<file path="src/rtl/core/fire_burn_grid_core_assert.svh">
// Assertion macros used by the fire grid top level.
`ifndef FIRE_BURN_GRID_CORE_ASSERT_SVH
`define FIRE_BURN_GRID_CORE_ASSERT_SVH

// Same-cycle implication, checked out of reset.
`define FBG_ASSERT_NOW(lbl, ante, cons, msg) \
  lbl: assert property (@(posedge clk) disable iff (!rst_n) (ante) |-> (cons)) \
    else $error(msg);

// Next-cycle implication, checked out of reset.
`define FBG_ASSERT_NEXT(lbl, ante, cons, msg) \
  lbl: assert property (@(posedge clk) disable iff (!rst_n) (ante) |=> (cons)) \
    else $error(msg);

`endif

</file>
<file path="src/rtl/core/fbg_ram.sv">
// Generic single-write, dual-read RAM with registered read data.
`timescale 1ns / 1ps
module fbg_ram #(
  parameter int WIDTH  = 8,
  parameter int DEPTH  = 256,
  parameter int ADDR_W = $clog2(DEPTH)
) (
  input  logic              clk,
  input  logic              we,
  input  logic [ADDR_W-1:0] waddr,
  input  logic [WIDTH-1:0]  wdata,
  input  logic [ADDR_W-1:0] raddr0,
  input  logic [ADDR_W-1:0] raddr1,
  output logic [WIDTH-1:0]  rdata0,
  output logic [WIDTH-1:0]  rdata1
);

  logic [WIDTH-1:0] mem_r [DEPTH];
  logic [WIDTH-1:0] rdata0_r;
  logic [WIDTH-1:0] rdata1_r;

  always_ff @(posedge clk) begin
    if (we) begin
      mem_r[waddr] <= wdata;
    end
    rdata0_r <= mem_r[raddr0];
    rdata1_r <= mem_r[raddr1];
  end

  assign rdata0 = rdata0_r;
  assign rdata1 = rdata1_r;

endmodule

</file>
<file path="config.mk">
export PLATFORM = sky130hd
export DESIGN_NAME = fbg_ram
export DESIGN_NICKNAME = d
export VERILOG_FILES = /design/src/rtl/core/fire_burn_grid_core_assert.svh /design/src/rtl/core/fbg_ram.sv
export SDC_FILE = /design/constraint.sdc
export NUM_CORES = 2
export LEC_CHECK = 0
export ABC_CLOCK_PERIOD_IN_PS = 2700
export BUFFER_PORTS_ARGS = -buffer_cell sky130_fd_sc_hd__buf_2
export CAP_MARGIN = 20
export CELL_PAD_IN_SITES_DETAIL_PLACEMENT = 2
export CELL_PAD_IN_SITES_GLOBAL_PLACEMENT = 2
export CORE_ASPECT_RATIO = 0.6
export CORE_MARGIN = 5
export CORE_UTILIZATION = 40
export DETAILED_ROUTE_END_ITERATION = 10
export PLACE_DENSITY = 0.67
export SLEW_MARGIN = 20
export SYNTH_ARGS = -nofsm -noshare
export SYNTH_HDL_FRONTEND = slang
export SYNTH_SLANG_ARGS = --single-unit
</file>
<file path="constraint.sdc">
create_clock -name clk -period 2.7 [get_ports clk]
set_input_delay 0.54 -clock clk [delete_from_list [all_inputs] [get_ports clk]]
set_output_delay 0.54 -clock clk [all_outputs]
set_load 0.01 [all_outputs]
</file>
=== Word level (Yosys, flattened, before mapping) ===
Memory sizes are Yosys's and may differ from the RTL's. A register that Yosys moved wholly into a read port is not among the register bits.
Index checks and enable logic that the tools add are counted.

* Memories: 1
* Input bits: 34
* Flip-flop bits (word level): 0
* Output and inout bits: 16
* Word-level logic and storage cells: 3
* Memory bits (writable): 2048

{| class="wikitable"
|+ Memory list
! name !! words !! bits a word !! read ports !! clocked after Yosys merged registers in !! wr ports !! RTL line !! source
|-
| mem_r || 256 || 8 || 2 || 2 || 1 || fbg_ram.sv:18 || <nowiki>logic [WIDTH-1:0] mem_r [DEPTH];</nowiki>
|}

* Mux-type cells: 2

{| class="wikitable"
|+ Operators with widths
! kind !! count
|-
| 1-bit 2-to-1 mux || 2
|}

=== Depth between registers and ports, before layout ===
* Depth in word-level cells: 2
* Gate-level depth with buffers: 12
* Depth with buffers taken out: 6

=== Least setup slack after synthesis ===
Ideal clock, no wire load.

* Path type: input port to flip-flop
* Start: in raddr1[0]
* End: reg rdata1_r[0] (netlist: rdata1[0]), read port of mem_r
* Data arrival time: 2441 ps
* Required time: 2560 ps
* Setup slack: 119 ps
* Stages: 9
* Library setup time: 140 ps
* Path buffers: 3
* Cells stage by stage: buf_4 -> buf_6 -> buf_2 -> mux4_2 -> mux4_2 -> nand2_1 -> a21oi_1 -> a21oi_1 -> a221oi_2

{| class="wikitable"
|+ RTL lines
! what !! RTL line !! source
|-
| from (decl) || fbg_ram.sv:13 || <nowiki>input logic [ADDR_W-1:0] raddr1,</nowiki>
|-
| to (decl) || fbg_ram.sv:20 || <nowiki>logic [WIDTH-1:0] rdata1_r;</nowiki>
|}

==> Flow_metrics.wiki <==
{| class="wikitable"
! Metric !! Value
|-
| Crit. End Element || register
|-
| Number of nets in the final layout || 5834
|-
| Share of flip-flops with an asynchronous set or reset || 0%
|-
| Avg Vias per Cell || 6.644
|-
| First-pass GRT wire length || 539600 um
|-
| Hold path endpoint || mem_r[84][1]
|-
| Clock-pin transition on the worst setup and hold timing paths || 0.07 ns
|-
| Global route overflow || 0
|-
| Startpoint of the worst register-to-register path || mem_r[93][4]
|-
| Cell at the root of the clock tree || sky130_fd_sc_hd__clkbuf_16
|-
| Worst Setup SP || raddr0[0]
|-
| Post-synth net total || 4881
|-
| GR Util All Layers || 30.72%
|-
| Maximum clock frequency || 366.9 MHz
|-
| Outcome || complete, but fails checks
|-
| Critical Path Max Stage Delay || 0.53 ns
|-
| Die X || 645.7 um
|-
| Layout cell share with drive strength beyond 1 || 43.14%
|-
| Worst Hold Launch || wdata[1]
|-
| Portion of the post-synthesis area used by sequential elements || 63.75%
|-
| Final max-slew violation count || 0
|-
| Clock tree from TritonCTS || yes
|-
| DR pass1 iterations || 5
|-
| Synthesized flop and latch total || 2064
|-
| CTS Buffer Depth || 4
|-
| Largest voltage drop on the vdd net || 0.7505 mV
|-
| Highest-count cells in the layout ignoring fill and taps || 2048 x sky130_fd_sc_hd__edfxtp_1, 1051 x sky130_fd_sc_hd__mux4_2, 948 x sky130_fd_sc_hd__buf_4
|-
| Overall die area || 0.2527 mm2
|-
| CTS buffer count || 206
|-
| Final worst path period share || 100.9%
|-
| Worst setup margin || -0.02521 ns
|-
| Relative slew slack || 21.11%
|-
| Buffers on Ports || 49
|-
| Kind of launch point of the worst setup path || primary input
|-
| Final-layout setup total negative slack || -0.04234 ns
|-
| Data required time at the worst endpoint || 3.46 ns
|-
| Worst hold path depth || 1
|-
| Pin count of the biggest net entering global routing || 97
|-
| Area post-placement || 0.1088 mm2
|-
| Vert. Die Dim || 391.4 um
|-
| Average cell area after synthesis || 20.01 um2
|-
| Sequence of cells on the critical path || buf_12 > buf_4 > buf_12 > mux4_2 > and2_1 > o32ai_1 > o21ai_0 > a221oi_1 > buf_4 > nor4_1
|-
| Delay-heaviest family, CP || compound AO/OA/AOI/OAI gates
|-
| Hold Violations, Final || 0
|-
| Number of non-filler instances in the completed layout || 9237
|-
| Placer's final routability congestion estimate || 0.9106
|-
| Number of antenna violations at the first check in global routing || 36
|-
| Post-synth design cell area || 0.09697 mm2
|-
| Worst-skew pair later-pin latency || 0.92 ns
|-
| Type of the worst setup path || in -> reg
|-
| Core Area || 0.2419 mm2
|-
| Sum of routed wire length over all layers || 390800 um
|-
| WP data arrival || 3.49 ns
|-
| Number of core rows || 140
|-
| Residual antenna-violating net count after detailed routing || 0
|-
| Number of H-tree branching levels || 4
|-
| Critical-path cell with the highest stage delay || sky130_fd_sc_hd__o32ai_1
|-
| Number of unique standard cell types used by synthesis || 65
|-
| Class of the most critical hold timing path || in -> reg
|-
| WL per Instance || 42.31 um
|-
| Crit Reg-Reg Endpoint || rdata0[4]
|-
| Initial Utilization || 40.09%
|-
| Number of top-level pins || 50
|-
| Summed area of non-filler cells in the final layout || 0.1155 mm2
|-
| Initial DRC Count || 10150
|-
| CTS Hold Buffers Added || 0
|-
| Buf+Inv Stages, Crit Path || 4
|-
| Lkg Pwr || 37.89 nW
|-
| Setup-violating endpoint count in the final report || 3
|-
| Cell area power density || 624.1 mW/mm2
|-
| Clock sinks || 2064
|-
| Slew @ Worst Pin || 1.153 ns
|-
| Cell count after placement || 8857
|-
| Failing checks || setup timing
|-
| Post-Place Setup Slack || -1.700 ns
|-
| Final Total Pwr || 0.07206 W
|-
| R2R setup slack || -0.01 ns
|-
| Final HPWL DP || 279500 um
|-
| Number of enable-type register cells in the synthesized netlist || 2048
|-
| Post-layout min period || 2.725 ns
|-
| Synthesized netlist cell count || 4847
|-
| Number of warning messages in the yosys log || 0
|-
| Maximum fanout encountered on the critical timing path || 21
|-
| Most common library cell in the layout ignoring fill and taps || sky130_fd_sc_hd__edfxtp_1
|-
| Worst-case clock skew || 0.07506 ns
|-
| Commonest register cell after synthesis || sky130_fd_sc_hd__edfxtp_1
|-
| Worst Reg2Reg Path Length in Cells || 8
|-
| Via count of the first global-routing pass || 63160
|-
| Max Cap Violations || 0
|-
| Growth of design area from synthesis to finish || 19.08%
|-
| Vias post-DR || 61370
|-
| DRC violation count after routing || 0
|}
-- cells by family after synthesis --
group / count (synthesis) / share of synthesized area, %
muxes: 1325 / 27.29
and+or+nand+nor: 591 / 2.695
AOI/OAI and AO/OA: 466 / 3.539
buffers and inverters: 401 / 2.730
DFF: 2064 / 63.75
-- layer usage --
metal	vias up	track usage, %	part of all wire, %	wire [um]
li1	22970	-	-	-
met2	4152	43.01	42	164700
met1	33640	46.31	42	163500
met4	8	9.358	3.4	13440
met3	603	8.929	13	49040
met5	-	0	0.014	53
-- registers in the layout, summed over array words and instances (netlist names) --
signal and count:
rdata1 8, rdata0 8, mem_r 2048
-- how the worst max path moves through the flow --
stage,endpoint,slack (ns),cells past startpoint
2_1_floorplan,rdata1[0],0.12,9
4_1_cts,rdata0[2],0.005,6
5_1_grt,rdata1[5],-0.006,7
3_3_place_gp,rdata0[4],-1.62,10
3_5_place_dp,rdata0[4],-1.70,10
6_report,rdata0[7],-0.03,10
-- power breakdown --
group | switching, W | internal, W | leakage [nW]
Combinational | 0.00458 | 0.00316 | 16.2
Sequential | 0.000141 | 0.0353 | 18.5
Clock | 0.0131 | 0.0158 | 3.12
Total | 0.0178 | 0.0542 | 37.9
-- cells in the mapped netlist (all sizes together), types with 38 or more instances --
master / instances / area share (%)
a22oi: 62 / 0.48
nor2: 299 / 1.2
o22ai: 48 / 0.31
a21oi: 79 / 0.41
o221ai: 67 / 0.62
clkbuf: 137 / 0.53
mux2: 38 / 0.44
nand3: 52 / 0.27
buf: 258 / 2.2
mux2i: 236 / 2.4
mux4: 1051 / 24
nand2: 114 / 0.44
edfxtp: 2048 / 63
-- worst register-to-register path: stages, from the launching register on --
cell                       delay (ns)
sky130_fd_sc_hd__edfxtp_1        0.41
sky130_fd_sc_hd__mux4_2          0.49
sky130_fd_sc_hd__a22o_1          0.24
sky130_fd_sc_hd__a221oi_1        0.46
sky130_fd_sc_hd__buf_4           0.22
sky130_fd_sc_hd__o32ai_2         0.10
sky130_fd_sc_hd__nor3_2          0.30
sky130_fd_sc_hd__buf_4           0.24
sky130_fd_sc_hd__nor4_2          0.09
-- per-stage QoR --
step,util [%],hold slack [ns]
2_1_floorplan,-,0.6389
3_3_place_gp,44.97,1.017
3_5_place_dp,44.97,1.016
4_1_cts,47.67,0.09794
5_1_grt,47.72,0.1260
6_report,47.74,0.1434
-- layout make-up --
class	count	area [um2]
Inverter	6	26.28
Multi-Input combinational cell	2382	32750
Clock inverter	98	858.3
Fill cell	21460	126400
Sequential cell	2064	61820
Tap cell	3266	4086
Antenna cell	20	50.05
Clock buffer	261	5505
Timing Repair Buffer	1140	10380
-- timing repair --
action / 4_1_cts / 5_1_grt
setup buffers: 0 / 0
cloned: 0 / 1
setup endpoints to repair: 10 / 9
gates resized for setup: 35 / 19
pin swaps: 0 / 1
(Power assumes the default switching activity.)
