<file path="config.mk">
export PLATFORM = sky130hd
export DESIGN_NAME = fbg_diffuse
export DESIGN_NICKNAME = d
export VERILOG_FILES = /design/src/rtl/core/fire_burn_grid_core_assert.svh /design/src/rtl/core/fbg_pkg.sv /design/src/rtl/core/fbg_diffuse.sv
export SDC_FILE = /design/constraint.sdc
export NUM_CORES = 1
export LEC_CHECK = 0
export BUFFER_PORTS_ARGS = -buffer_cell sky130_fd_sc_hd__buf_4
export CAP_MARGIN = 10
export CELL_PAD_IN_SITES_DETAIL_PLACEMENT = 0
export CELL_PAD_IN_SITES_GLOBAL_PLACEMENT = 1
export CORE_UTILIZATION = 46
export DETAILED_ROUTE_END_ITERATION = 8
export PLACE_DENSITY_LB_ADDON = 0.1
export RECOVER_POWER = 25
export SYNTH_ARGS = -nofsm -noshare
export SYNTH_HDL_FRONTEND = slang
export SYNTH_SLANG_ARGS = --single-unit
</file>
<file path="constraint.sdc">
create_clock -name clk -period 20.3 [get_ports clk]
set_input_delay 4.06 -clock clk [delete_from_list [all_inputs] [get_ports clk]]
set_output_delay 4.06 -clock clk [all_outputs]
set_load 0.05 [all_outputs]
</file>
<file path="src/rtl/core/fire_burn_grid_core_assert.svh">
// Assertion macros used by the fire grid top level.
`ifndef FIRE_BURN_GRID_CORE_ASSERT_SVH
`define FIRE_BURN_GRID_CORE_ASSERT_SVH

// Same-cycle implication, checked out of reset.
`define FBG_ASSERT_NOW(lbl, ante, cons, msg) \
  lbl: assert property (@(posedge clk) disable iff (!rst_n) (ante) |-> (cons)) \
    else $error(msg);

// Next-cycle implication, checked out of reset.
`define FBG_ASSERT_NEXT(lbl, ante, cons, msg) \
  lbl: assert property (@(posedge clk) disable iff (!rst_n) (ante) |=> (cons)) \
    else $error(msg);

`endif

</file>
<file path="src/rtl/core/fbg_pkg.sv">
// Package: types, constants and grid geometry for the fire grid core.
`timescale 1ns / 1ps
package fbg_pkg;

  localparam int GRID_WIDTH  = 64;
  localparam int GRID_HEIGHT = 64;

  localparam int COL_W     = $clog2(GRID_WIDTH);
  localparam int BASE_W    = COL_W + 2;
  localparam int DEN_CAP   = GRID_WIDTH * 7;
  localparam int DEN_W     = $clog2(DEN_CAP + 1);
  localparam int DEN_RESET = 4;
  localparam int DEN_STEP  = 10;

  // Rows are split by parity into two memories; row r lives at (r/2)*W + col.
  localparam int MEM_ROWS  = (GRID_HEIGHT + 6) / 2;
  localparam int MEM_DEPTH = MEM_ROWS * GRID_WIDTH;
  localparam int ADDR_W    = $clog2(MEM_DEPTH);

  localparam int PAIRS      = GRID_HEIGHT / 2 + 1;
  localparam int PAIR_W     = $clog2(PAIRS);
  localparam int STEP_W     = $clog2(GRID_WIDTH + 2);
  localparam int VIS0_PAIRS = (GRID_HEIGHT + 1) / 2;
  localparam int VIS1_PAIRS = GRID_HEIGHT / 2;

  localparam int VIS_CELLS  = GRID_WIDTH * GRID_HEIGHT;
  localparam int SPARK_HALF = GRID_HEIGHT / 2;
  localparam logic SPARK_PAR = 1'(GRID_HEIGHT % 2);
  localparam int COL2_OFS   = (GRID_WIDTH * 3 / 2) % GRID_WIDTH;

  localparam logic [7:0] HOT_LEVEL = 8'd126;
  localparam logic [7:0] CELL_MAX  = 8'd255;

  // x/3 for x below 2^16
  localparam int RECIP3   = 43691;
  localparam int R3_SHIFT = 17;

  // pixel_index / GRID_WIDTH for a 12-bit index
  localparam int IDX_W     = 12;
  localparam int DIV_SHIFT = IDX_W + COL_W;
  localparam int DIV_MUL   = ((1 << DIV_SHIFT) + GRID_WIDTH - 1) / GRID_WIDTH;

  localparam logic [1:0] REQ_SPARK   = 2'd0;
  localparam logic [1:0] REQ_DIFFUSE = 2'd1;
  localparam logic [1:0] REQ_READ    = 2'd2;

  typedef struct packed {
    logic [1:0]       req_type;
    logic [7:0]       rand_first;
    logic [7:0]       rand_second;
    logic [IDX_W-1:0] pixel_index;
  } fbg_in_t;

  typedef struct packed {
    logic [8:0] density_now;
    logic       burn_done;
    logic       spark_taken;
    logic [7:0] alpha_out;
  } fbg_out_t;

  typedef enum logic [3:0] {
    ST_CLEAR,
    ST_IDLE,
    ST_SPK_RD,
    ST_SPK_CALC,
    ST_SPK_WR2,
    ST_RD_DIV,
    ST_RD_ADDR,
    ST_RD_DATA,
    ST_DIFF,
    ST_FIN
  } fbg_state_t;

  typedef struct packed {
    logic [ADDR_W-1:0] top_addr;
    logic [ADDR_W-1:0] bot_addr;
    logic              wr_en;
    logic [ADDR_W-1:0] wr_addr;
    logic [7:0]        wr_even;
    logic [7:0]        wr_odd;
  } fbg_diff_port_t;

  typedef struct packed {
    logic busy;
    logic finish;
    logic all_hot;
  } fbg_diff_stat_t;

endpackage

</file>
<file path="src/rtl/core/fbg_diffuse.sv">
// Diffusion pass sequencer: walks row pairs, computes cells, tracks the burn check.
`timescale 1ns / 1ps
module fbg_diffuse (
  input  logic                   clk,
  input  logic                   rst_n,
  input  logic                   start,
  input  logic [7:0]             top_data,
  input  logic [7:0]             bot_data,
  output fbg_pkg::fbg_diff_port_t port,
  output fbg_pkg::fbg_diff_stat_t stat
);

  localparam int W = fbg_pkg::GRID_WIDTH;
  localparam int CW = fbg_pkg::COL_W;
  localparam int AW = fbg_pkg::ADDR_W;
  localparam int JW = fbg_pkg::STEP_W;
  localparam int PW = fbg_pkg::PAIR_W;

  // issue side
  logic          act_r;
  logic [JW-1:0] j_r;
  logic [PW-1:0] p_r;
  logic [AW-1:0] pbase_r;
  logic [CW-1:0] tcol_r;
  logic          all_hot_r;

  // response side (data lands in the cycle after the read)
  logic          rsp_v_r;
  logic          rsp_last_r;
  logic          rsp_calc_r;
  logic [CW-1:0] rsp_x_r;
  logic [AW-1:0] rsp_base_r;
  logic          rsp_vis0_r;
  logic          rsp_vis1_r;
  logic [7:0]    t0_r;
  logic [7:0]    t1_r;

  logic          j_last;
  logic          p_last;
  logic [CW-1:0] bcol;
  logic [9:0]    sum;
  logic [7:0]    c_raw;
  logic [7:0]    c_val;
  logic [8:0]    d_sum;
  logic [7:0]    d_val;
  logic          bad;

  assign j_last = (j_r == JW'(W + 1));
  assign p_last = (p_r == PW'(fbg_pkg::PAIRS - 1));
  assign bcol   = (j_r >= JW'(2)) ? CW'(j_r - JW'(2)) : '0;

  // top row sequence per pair: W-1, 0 .. W-1, 0 ; bottom follows 0 .. W-1 behind it
  assign port.top_addr = AW'(pbase_r + AW'(W) + AW'(tcol_r));
  assign port.bot_addr = AW'(pbase_r + AW'(2 * W) + AW'(bcol));

  always_comb begin
    sum   = 10'(t0_r) + 10'(t1_r) + 10'(top_data) + 10'(bot_data);
    c_raw = sum[9:2];
    c_val = (c_raw > 8'd1) ? c_raw - 8'd1 : c_raw;
    d_sum = 9'(c_val) + 9'(bot_data);
    d_val = d_sum[8:1];
    bad   = (rsp_vis0_r && (c_val < fbg_pkg::HOT_LEVEL)) ||
            (rsp_vis1_r && (d_val < fbg_pkg::HOT_LEVEL));
  end

  assign port.wr_en   = rsp_v_r && rsp_calc_r;
  assign port.wr_addr = AW'(rsp_base_r + AW'(rsp_x_r));
  assign port.wr_even = c_val;
  assign port.wr_odd  = d_val;

  assign stat.busy    = act_r || rsp_v_r;
  assign stat.finish  = rsp_v_r && rsp_last_r;
  assign stat.all_hot = all_hot_r && !(port.wr_en && bad);

  always_ff @(posedge clk) begin
    if (!rst_n) begin
      act_r      <= 1'b0;
      rsp_v_r    <= 1'b0;
      rsp_last_r <= 1'b0;
      all_hot_r  <= 1'b0;
      j_r        <= '0;
      p_r        <= '0;
    end else begin
      rsp_v_r    <= act_r;
      rsp_last_r <= act_r && j_last && p_last;
      if (start) begin
        act_r     <= 1'b1;
        j_r       <= '0;
        p_r       <= '0;
        all_hot_r <= 1'b1;
      end else begin
        if (act_r) begin
          if (j_last) begin
            j_r <= '0;
            p_r <= p_r + PW'(1);
            if (p_last) begin
              act_r <= 1'b0;
            end
          end else begin
            j_r <= j_r + JW'(1);
          end
        end
        if (port.wr_en && bad) begin
          all_hot_r <= 1'b0;
        end
      end
    end
  end

  always_ff @(posedge clk) begin
    if (start) begin
      pbase_r <= '0;
      tcol_r  <= CW'(W - 1);
    end else if (act_r) begin
      if (j_last) begin
        pbase_r <= AW'(pbase_r + AW'(W));
        tcol_r  <= CW'(W - 1);
      end else begin
        tcol_r <= (tcol_r == CW'(W - 1)) ? '0 : tcol_r + CW'(1);
      end
    end
    rsp_calc_r <= (j_r >= JW'(2));
    rsp_x_r    <= bcol;
    rsp_base_r <= pbase_r;
    rsp_vis0_r <= (32'(p_r) < fbg_pkg::VIS0_PAIRS);
    rsp_vis1_r <= (32'(p_r) < fbg_pkg::VIS1_PAIRS);
    if (rsp_v_r) begin
      t0_r <= t1_r;
      t1_r <= top_data;
    end
  end

endmodule

</file>
# Word level (Yosys, flattened, before mapping)
# Index checks and enable logic that the tools add are counted.
[classes]
add_sub_neg = 14
magnitude_cmp = 5
eq_ne = 3
mux = 11
bitwise_logic = 1
n_reduce_logical = 14
[ops]
columns = ["operator", "n"]
rows = [
  ["$add 12x6->12", 3],
  ["$add 8x8->9", 2],
  ["$mux 6", 3],
  ["$lt 8x7->1 const B", 2],
  ["$add 12x7->12 const B", 1],
  ["$add 12x8->12 const B", 1],
  ["$add 6x1->6 const B", 2],
  ["$eq 6x6->1 const B", 2],
  ["$add 10x8->10", 1],
  ["$add 9x8->10", 1],
  ["$gt 8x1->1 const B", 1],
  ["$logic_and 1x1->1", 8],
  ["$mux 8", 1],
  ["$sub 8x1->8 const B", 1],
  ["$add 7x1->7 const B", 1],
  ["$eq 7x7->1 const B", 1],
  ["$ge 7x2->1 const B", 1],
  ["$mux 7", 1],
  ["$lt 6x6->1 const B", 1],
  ["$mux 1", 6],
  ["$sub 6x2->6 const B", 1],
  ["$logic_or 1x1->1", 2],
  ["$reduce_and 2->1", 1],
  ["$reduce_bool 2->1", 1],
  ["other kinds (3)", 3],
]
[word_totals]
regBits = 71
input_bits = 19
out_inout_bits = 56
wordCells = 62

# Depth between registers and ports, before layout
# Gate-level depths: netlist of run 1.
[depth]
ltp_word = 12
mapped_depth = 25

# Worst setup path before layout of run 1
# OpenSTA, ideal clock, no wires.
[synth_timing]
path_type = "input-to-output"
from = "in top_data[1]"
to = "out stat[0] (netlist bit)"
arrival_ps = 11120
required_ps = 16240
setup_slack_ps = 5120
stages = 23
n_path_buf = 1
cell_sequence = "inv_1 -> fa_1 -> inv_1 -> fa_1 -> and3b_1 -> buf_6 -> fa_1 -> a211o_1 -> a21o_1 -> a21oi_1 -> o211ai_1 -> nor3_2 -> mux2i_1 -> fa_1 -> a21o_1 -> a21o_1 -> a21o_1 -> a21oi_1 -> xnor2_1 -> and4_1 -> a2bb2oi_2 -> o211ai_2 -> o21ai_1"
[synth_rtl]
columns = ["element", "line", "text"]
rows = [
  ["from (decl)", "fbg_diffuse.sv:7", "input logic [7:0] top_data,"],
  ["to (decl)", "fbg_diffuse.sv:10", "output fbg_pkg::fbg_diff_stat_t stat"],
]

==> results list, run 1 <==
* Clock Sinks: 59
* Multi-input gate area: 0.00229 mm^2
- Slowest-stage cell, CP: sky130_fd_sc_hd__fa_1
- Post-CTS Hold Fix Bufs: 0
- Worst EP required: between 15 and 20 ns
* HP Class: reg -> reg
- The number of hold violations in the final report is 0.
* Share of synthesized registers carrying an async set or reset: 0
- For the pin with the worst max-slew slack, the measured transition is ~0.77 ns.
- Kind of start point of the critical path: input port
- Non-Filler Cell Area, Final: ~0.0048 mm^2
- The first detailed-routing pass took 4 iterations.
- Global-route wire length before repair: ~14000 um
* Pre-CTS WS: around 6.2 ns
* Final #Nets: around 560
- Hold slack final: approximately 0.42 ns
* Fraction of final layout cells with drive strength greater than 1: 0.220
* Fmax achieved: just over 0.07 GHz
- Across every metal layer, demand over resource in global routing totals 0.197.
- The number of global-route vias before repair is 2995.
- At the end of routability-driven placement, the weighted congestion stood at 0.906.
* Most common cell after layout, fill and taps aside: sky130_fd_sc_hd__buf_4
* Sequential Area: roughly 0.0013 mm^2
- Library cell used as clock root buffer: sky130_fd_sc_hd__clkbuf_8
* Post-route ant nets: 0
- In this run the horizontal extent of the chip is approximately 94 um.
* Number of max-slew violations in the final report: 0
- Number of CTS-inserted buffers: 9
* Final TNS setup: 0 ns
- Minimum clock period: about 14 ns
- The analysis attributes to cell leakage a power of 2.17 nW.
- The floorplan step defined a die boundary enclosing about 0.0089 mm^2.
- Signed area change from the synthesized netlist to the final layout: 21.4%
- Once routing completed, OpenROAD measured the worst setup slack at 6.20 ns.
- Summing over every cut layer, the via total after detailed routing is slightly above 3k.
* Post-synthesis net count: roughly 480
- Prevailing post-synth register cell: sky130_fd_sc_hd__dfxtp_1
- Summed over all nets, the switching power comes to approximately 350 uW.
* Count of unresolved DRC violations after routing: 0
- Overall overflow remaining after global route: 0
- The worst setup path is captured at an output port.
* Number of flops mapped to enable cells by yosys: 16
* Power density over the cells: around 150 mW/mm^2
* Routed length per placed instance: 13.3 um
- Pint: ~340 uW
- Synthesis instantiated 60 different standard cells from the library.
- Entering global routing, the biggest net connects 20 pins.
- Post-CTS Repair Setup Buffers: 0
* Source-to-sink clock delay at the later pin of the worst-skew pair: ~0.34 ns
- Setup violation total in the final timing report: 0
* Cell Area, Placed: around 0.0045 mm^2
- Of the total power, the share spent switching nets is 0.505.
- Synthesized cell area: around 0.004 mm^2
* Crit share post-route: 0.695
- Number of inserted diodes: 0
- Total I/O pin count: 75
- Critical Path AT: between 10 and 15 ns
- The initial utilization of the core area, before any placement, comes to 0.476.
* Relative contribution of sequential cells to total power: 0.187
- Critical path type: in -> out
* Start point of the worst min-delay path: pbase_r[11]
- The final layout contains routed wiring with a total length of about 8000 um.
- Post-CTS repair changed the size of 0 cells.
- Crit path from: top_data[1]
* Port Buffers: between 70 and 80
* Number of placement rows: 33
* Clock Path Buffers: 2
* Critical register-to-register path startpoint: t0_r[1]
- The region available for standard cell placement spans slightly above 0.008 mm^2.
- H-tree depth: 3
- Of the total power, the clock network draws 0.170.
* Fill cell total of the finished layout: roughly 760
- Critical Path Fanout Max: 7
- The run finished with clean final reports.
* Yosys warning count: 0
* Average vias per placed instance: slightly above 5
- Synthesis produced roughly 420 cells.
- Each instance of the synthesized netlist takes up on average between 9 and 10 um^2.
* Clock-pin slew on the worst setup and hold paths: about 0.07 ns
* Slew margin rel.: 0.483
- 1st-iter DRT viols: between 80 and 90
- Counting flops and latches in the post-synthesis netlist gives 59.
- Most frequent cell on the critical path: sky130_fd_sc_hd__fa_1
- Of the total power, combinational logic draws 0.644.
* Peak supply drop: 0.0903 mV
- The initial antenna violation count was 0.
* Max Cap Viol: 0
- Worst-case clock skew: around 0.012 ns
* Leading cell types in the layout, fill and taps excluded: sky130_fd_sc_hd__buf_4 (75), sky130_fd_sc_hd__inv_1 (56), sky130_fd_sc_hd__nor2_1 (43), sky130_fd_sc_hd__dfxtp_1 (43), sky130_fd_sc_hd__ha_1 (27)
* Maximum cell stage delay along the critical path: approximately 0.52 ns
- Of the synthesized area, sequential elements account for 0.343.
- Chip height: 94.2 um
- TritonCTS built the clock tree.
- Setup repair after global routing left no endpoint under its margin.
* Detail Placement HPWL: approximately 6300 um
-- synth_stat cells (all sizes together) (8+ instances only) --
cell / count / share of area
xor2: 18 / 0.040
dfxtp: 43 / 0.22
a21oi: 12 / 0.016
o21ai: 13 / 0.017
inv: 56 / 0.054
nand2: 25 / 0.024
edfxtp: 16 / 0.12
nor2: 43 / 0.041
clkbuf: 8 / 0.0077
xnor2: 21 / 0.049
ha: 27 / 0.086
nand3: 14 / 0.018
a21o: 9 / 0.018
fa: 17 / 0.087
nor3: 11 / 0.015
-- power by group through the flow --
stage / Combinational (mW) / Sequential (mW) / Clock, mW
after floorplan: 0.339 / 0.139 / 0
after global placement: 0.446 / 0.132 / 0
after detailed placement: 0.446 / 0.132 / 0
after CTS: 0.448 / 0.130 / 0.122
after global routing: 0.482 / 0.130 / 0.126
final: 0.447 / 0.130 / 0.118
-- metal layers --
metal	share of wire	global-route usage	vias to the layer above
met1	0.43	0.230	1470
li1	-	-	1569
met2	0.51	0.345	59
met3	0.037	0.0437	12
met4	0.018	0.0795	0
met5	0	0	-
-- final timing paths --
check | slack (ns) | depth (start not counted) | end
max reg2reg | 14.25 | 23 | all_hot_r
min reg2reg | 0.42 | 0 | rsp_base_r[11]
max | 6.20 | 25 | stat[0]
min | 0.42 | 0 | rsp_base_r[11]
-- cell families after synthesis --
group / count (synthesis) / synth area share
flops: 59 / 0.343
fa+ha+maj: 44 / 0.173
simple gates: 139 / 0.177
buf+inv: 69 / 0.0739
xor+xnor: 39 / 0.0892
compound gates: 65 / 0.128
mux: 6 / 0.0157
-- per-stage QoR --
stage / util / std cells / total power [mW]
after floorplan: - / 421 / 0.477
after global placement: 0.552 / 588 / 0.579
after detailed placement: 0.552 / 588 / 0.578
after CTS: 0.578 / 604 / 0.699
after global routing: 0.578 / 604 / 0.739
final: 0.578 / 604 / 0.695
-- layout make-up --
class                   count  area share
multi-input cells         293       0.482
flip-flops and latches     59       0.282
repair buffers             75       0.119
inverters                  56      0.0442
well taps                 105      0.0277
clock buffers              10      0.0269
clock inverters             6      0.0187
-- critical path, delay by kind of cell --
| family | cells | cell delay, ns |
|---|---|---|
| buffers and inverters | 4 | 0.39 |
| adders and majority gates | 4 | 1.80 |
| xor gates and xnor gates | 2 | 0.36 |
| and+or+nand+nor | 5 | 1.08 |
| AOI/OAI and AO/OA | 10 | 2.32 |
-- registers in the layout, summed over array words and instances (netlist names), 6 cells and up --
register / count
t0_r: 8
t1_r: 8
j_r: 7
p_r: 6
pbase_r: 6
rsp_base_r: 6
rsp_x_r: 6
tcol_r: 6
Note: power is estimated with default switching activity, not from simulation.
==> inputs of run 2 (changes only) <==
--- a/config.mk
+++ b/config.mk
@@ -9,7 +9,7 @@
 export CAP_MARGIN = 10
 export CELL_PAD_IN_SITES_DETAIL_PLACEMENT = 0
 export CELL_PAD_IN_SITES_GLOBAL_PLACEMENT = 1
-export CORE_UTILIZATION = 46
+export CORE_UTILIZATION = 42
 export DETAILED_ROUTE_END_ITERATION = 8
 export PLACE_DENSITY_LB_ADDON = 0.1
 export RECOVER_POWER = 25
==> constraint.sdc (replaced) <==
create_clock -name clk -period 14.5 [get_ports clk]
set_input_delay 2.9 -clock clk [delete_from_list [all_inputs] [get_ports clk]]
set_output_delay 2.9 -clock clk [all_outputs]
set_load 0.05 [all_outputs]
==> results list, run 2 (synthesis results as in run 1) <==
* Outcome: complete, no violations
* Post-CTS Hold Fix Bufs: 0 (unchanged)
* Horizontal die dimension: 98.5 um (+4.6%)
* Kind of end point of the critical path: output port
- Critical Path AT: 8.93 ns (-1.11 ns)
- Switching pwr: 491 uW (+40%)
- Fmax achieved: roughly 0.085 GHz
* Leakage power of the design: 2.17 nW (+0.27%)
- The data required time at the worst endpoint came to 11.60 ns (-4.64 ns).
* Vias in the first global route: 3075 (+2.7%)
- Average vias per placed instance: 5.06 (-1.6%)
* Number of placement rows: 34 (+3.0%)
- Number of cells on the worst hold path: 0 (unchanged)
* Total number of vias: 3074 (-1.2%)
* Global-route wire length before repair: 13800 um (+2.1%)
- The number of routed nets with antenna violations was 0 (unchanged).
* Crit share post-route: 0.816
- The number of hold violations in the final report was 0 (unchanged).
- The clock edge transition at the registers on the reported setup and hold paths came to 0.07 ns (about the same).
- Signed area change from the synthesized netlist to the final layout: 21.5% (about the same)
* Port Buffers: 74 (unchanged)
- Clock tree from TritonCTS: built
* Fraction of final layout cells with drive strength greater than 1: 0.218 (-0.00200)
- Setup repair after global routing missed its margin: false
- Pint: 479 uW (+39%)
- Relative contribution of sequential cells to total power: 0.187 (about the same)
* Number of iterations in the first detailed-routing pass: 6 (+2)
* Number of inserted diodes: 0 (unchanged)
* Worst-case clock skew: 0.00986 ns (-0.00192 ns)
- Library cell used as clock root buffer: sky130_fd_sc_hd__clkbuf_8
* HP Class: reg -> reg
* Routed length per placed instance: 13.3 um (+0.65%)
- Final #Nets: 557 (unchanged)
- The H-tree level count was 3 (unchanged).
* Wire length reported by the detailed router: 8100 um (+1.1%)
* Source-to-sink clock delay at the later pin of the worst-skew pair: 0.34 ns (about the same)
- The worst-case clock buffer depth was 2 (unchanged).
- Core footprint: 0.00885 mm^2 (+7.7%)
- The total I/O pin count is 75 (unchanged).
- The remaining global-route overflow was 0 (unchanged).
* Peak supply drop: 0.152 mV (+68%)
- Global-route usage over all layers: 0.179 (-0.0174)
- Critical path type: in -> out
- Count of unresolved DRC violations after routing: 0 (unchanged)
* Tightest Pin Transition: 0.807 ns (+0.0334 ns)
- Power density over the cells: 204 mW/mm^2 (+40%)
* Number of CTS-inserted buffers: 9 (unchanged)
- Post-CTS Repair Setup Buffers: 0 (unchanged)
- Area of the die: 0.00971 mm^2 (+9.3%)
- Chip height: 98.5 um (+4.6%)
- Leading registers by flop count: t0_r: 8 flops, t1_r: 8 flops, j_r: 7 flops
- Setup violation total in the final timing report: 0 (unchanged)
- Switch share: 0.506 (+0.00121)
- Kind of start point of the critical path: input port
- Leaving out fill and tap cells, the most frequent cell in the layout is sky130_fd_sc_hd__buf_4.
- Starting Density: 0.442 (-0.0340)
- Placer's final routability congestion estimate: 0.846 (-6.6%)
- The detailed router's first-iteration violation count came to 58 (-28%).
- In the layout the commonest cells are sky130_fd_sc_hd__buf_4 (75), sky130_fd_sc_hd__inv_1 (56), sky130_fd_sc_hd__nor2_1 (43), sky130_fd_sc_hd__dfxtp_1 (43), sky130_fd_sc_hd__ha_1 (27).
- The number of cells on the worst reg-to-reg path was 23 (unchanged).
* Tot Pwr: 970 uW (+40%)
- The max-capacitance violation count was 0 (unchanged).
- The setup TNS was 0 ns (unchanged).
* Minimum clock period: around 12 ns
- The CTS sink count was 59 (unchanged).
* Largest net degree at the start of global routing: 20 (unchanged)
- The count of instances resized after the clock tree is built was 0 (unchanged).
* Core occupancy in the finished layout: 0.537 (-0.0411)
* Combinational share of power: 0.648 (+0.004)
- The clock network fraction of total power is 0.165 (-0.005).
- The half-perimeter wire length after placement is 6400 um (+0.86%).
- Slew margin rel.: 0.461 (-0.0223)
- The max-slew violation count came to 0 (unchanged).
- The initial antenna violation count came to 0 (unchanged).
* Critical Path Fanout Max: 7 (unchanged)
## run 2: changes by cell type in the layout (fill, tap and decap cells not counted)
| cell | delta |
|---|---|
| sky130_fd_sc_hd__clkbuf_8 | +1 |
| sky130_fd_sc_hd__bufinv_16 | -1 |
| sky130_fd_sc_hd__clkbuf_16 | +1 |
| sky130_fd_sc_hd__clkinvlp_4 | -2 |
| sky130_fd_sc_hd__inv_6 | -1 |
| sky130_fd_sc_hd__clkbuf_1 | +1 |
| sky130_fd_sc_hd__clkinv_4 | +1 |
## run 2: stage by stage
stage                     hold WS (ns)  worst slack (ns)  cell area [um^2]  cells
after global routing             0.453              2.22              4750    607
after floorplan                  0.329              1.64              3910    421
final                            0.428              2.67              4750    607
after global placement           0.421              2.84              4540    591
after detailed placement         0.422              2.67              4540    591
after CTS                        0.434              2.66              4750    607
## run 2: per-layer routing
| metal | wire (um) | global-route usage | share of wire | vias to the layer above |
|---|---|---|---|---|
| met5 | 0 | 0 | 0 | - |
| met3 | 311 | 0.0447 | 0.038 | 14 |
| met1 | 3620 | 0.215 | 0.45 | 1440 |
| met4 | 162 | 0.0723 | 0.020 | 0 |
| met2 | 4010 | 0.309 | 0.49 | 54 |
| li1 | - | - | - | 1566 |
## run 2: path summary, 6_finish.rpt
check | start | to | slack [ns]
max | top_data[1] | stat[0] | 2.67
min | pbase_r[11] | rsp_base_r[11] | 0.43
max reg2reg | t0_r[1] | all_hot_r | 8.41
min reg2reg | pbase_r[11] | rsp_base_r[11] | 0.43
## run 2: worst max-delay path, cell delays in order
cell and delay, ns:
sky130_fd_sc_hd__buf_4 0.08, sky130_fd_sc_hd__inv_1 0.04, sky130_fd_sc_hd__fa_1 0.52, sky130_fd_sc_hd__inv_1 0.05
sky130_fd_sc_hd__fa_1 0.45, sky130_fd_sc_hd__and3b_1 0.25, sky130_fd_sc_hd__fa_1 0.42, sky130_fd_sc_hd__a211o_1 0.35
sky130_fd_sc_hd__a211o_1 0.31, sky130_fd_sc_hd__a221oi_4 0.42, sky130_fd_sc_hd__or2_1 0.30, sky130_fd_sc_hd__nor3_2 0.13
sky130_fd_sc_hd__xnor2_1 0.18, sky130_fd_sc_hd__and2_1 0.19, sky130_fd_sc_hd__fa_1 0.42, sky130_fd_sc_hd__a21o_1 0.17
sky130_fd_sc_hd__a21o_1 0.19, sky130_fd_sc_hd__a21o_1 0.18, sky130_fd_sc_hd__a21oi_1 0.29, sky130_fd_sc_hd__xnor2_1 0.19
sky130_fd_sc_hd__and4_1 0.25, sky130_fd_sc_hd__a2bb2oi_2 0.15, sky130_fd_sc_hd__o211ai_2 0.11, sky130_fd_sc_hd__o21ai_1 0.15
sky130_fd_sc_hd__buf_4 0.21
## run 2: cell type report
type                    count  area (um^2)
clock buffers              13          170
clock inverters             3         43.8
fillers                   846         4100
inverters                  56          210
multi-input cells         293         2290
flip-flops and latches     59         1340
well taps                 108          135
repair buffers             75          563
## run 2: power groups by stage
stage	combinational (mW)	sequential, mW	clock [mW]
after floorplan	0.474	0.194	0
after global placement	0.629	0.185	0
after detailed placement	0.629	0.185	0
after CTS	0.632	0.182	0.165
after global routing	0.677	0.183	0.173
final	0.629	0.182	0.160
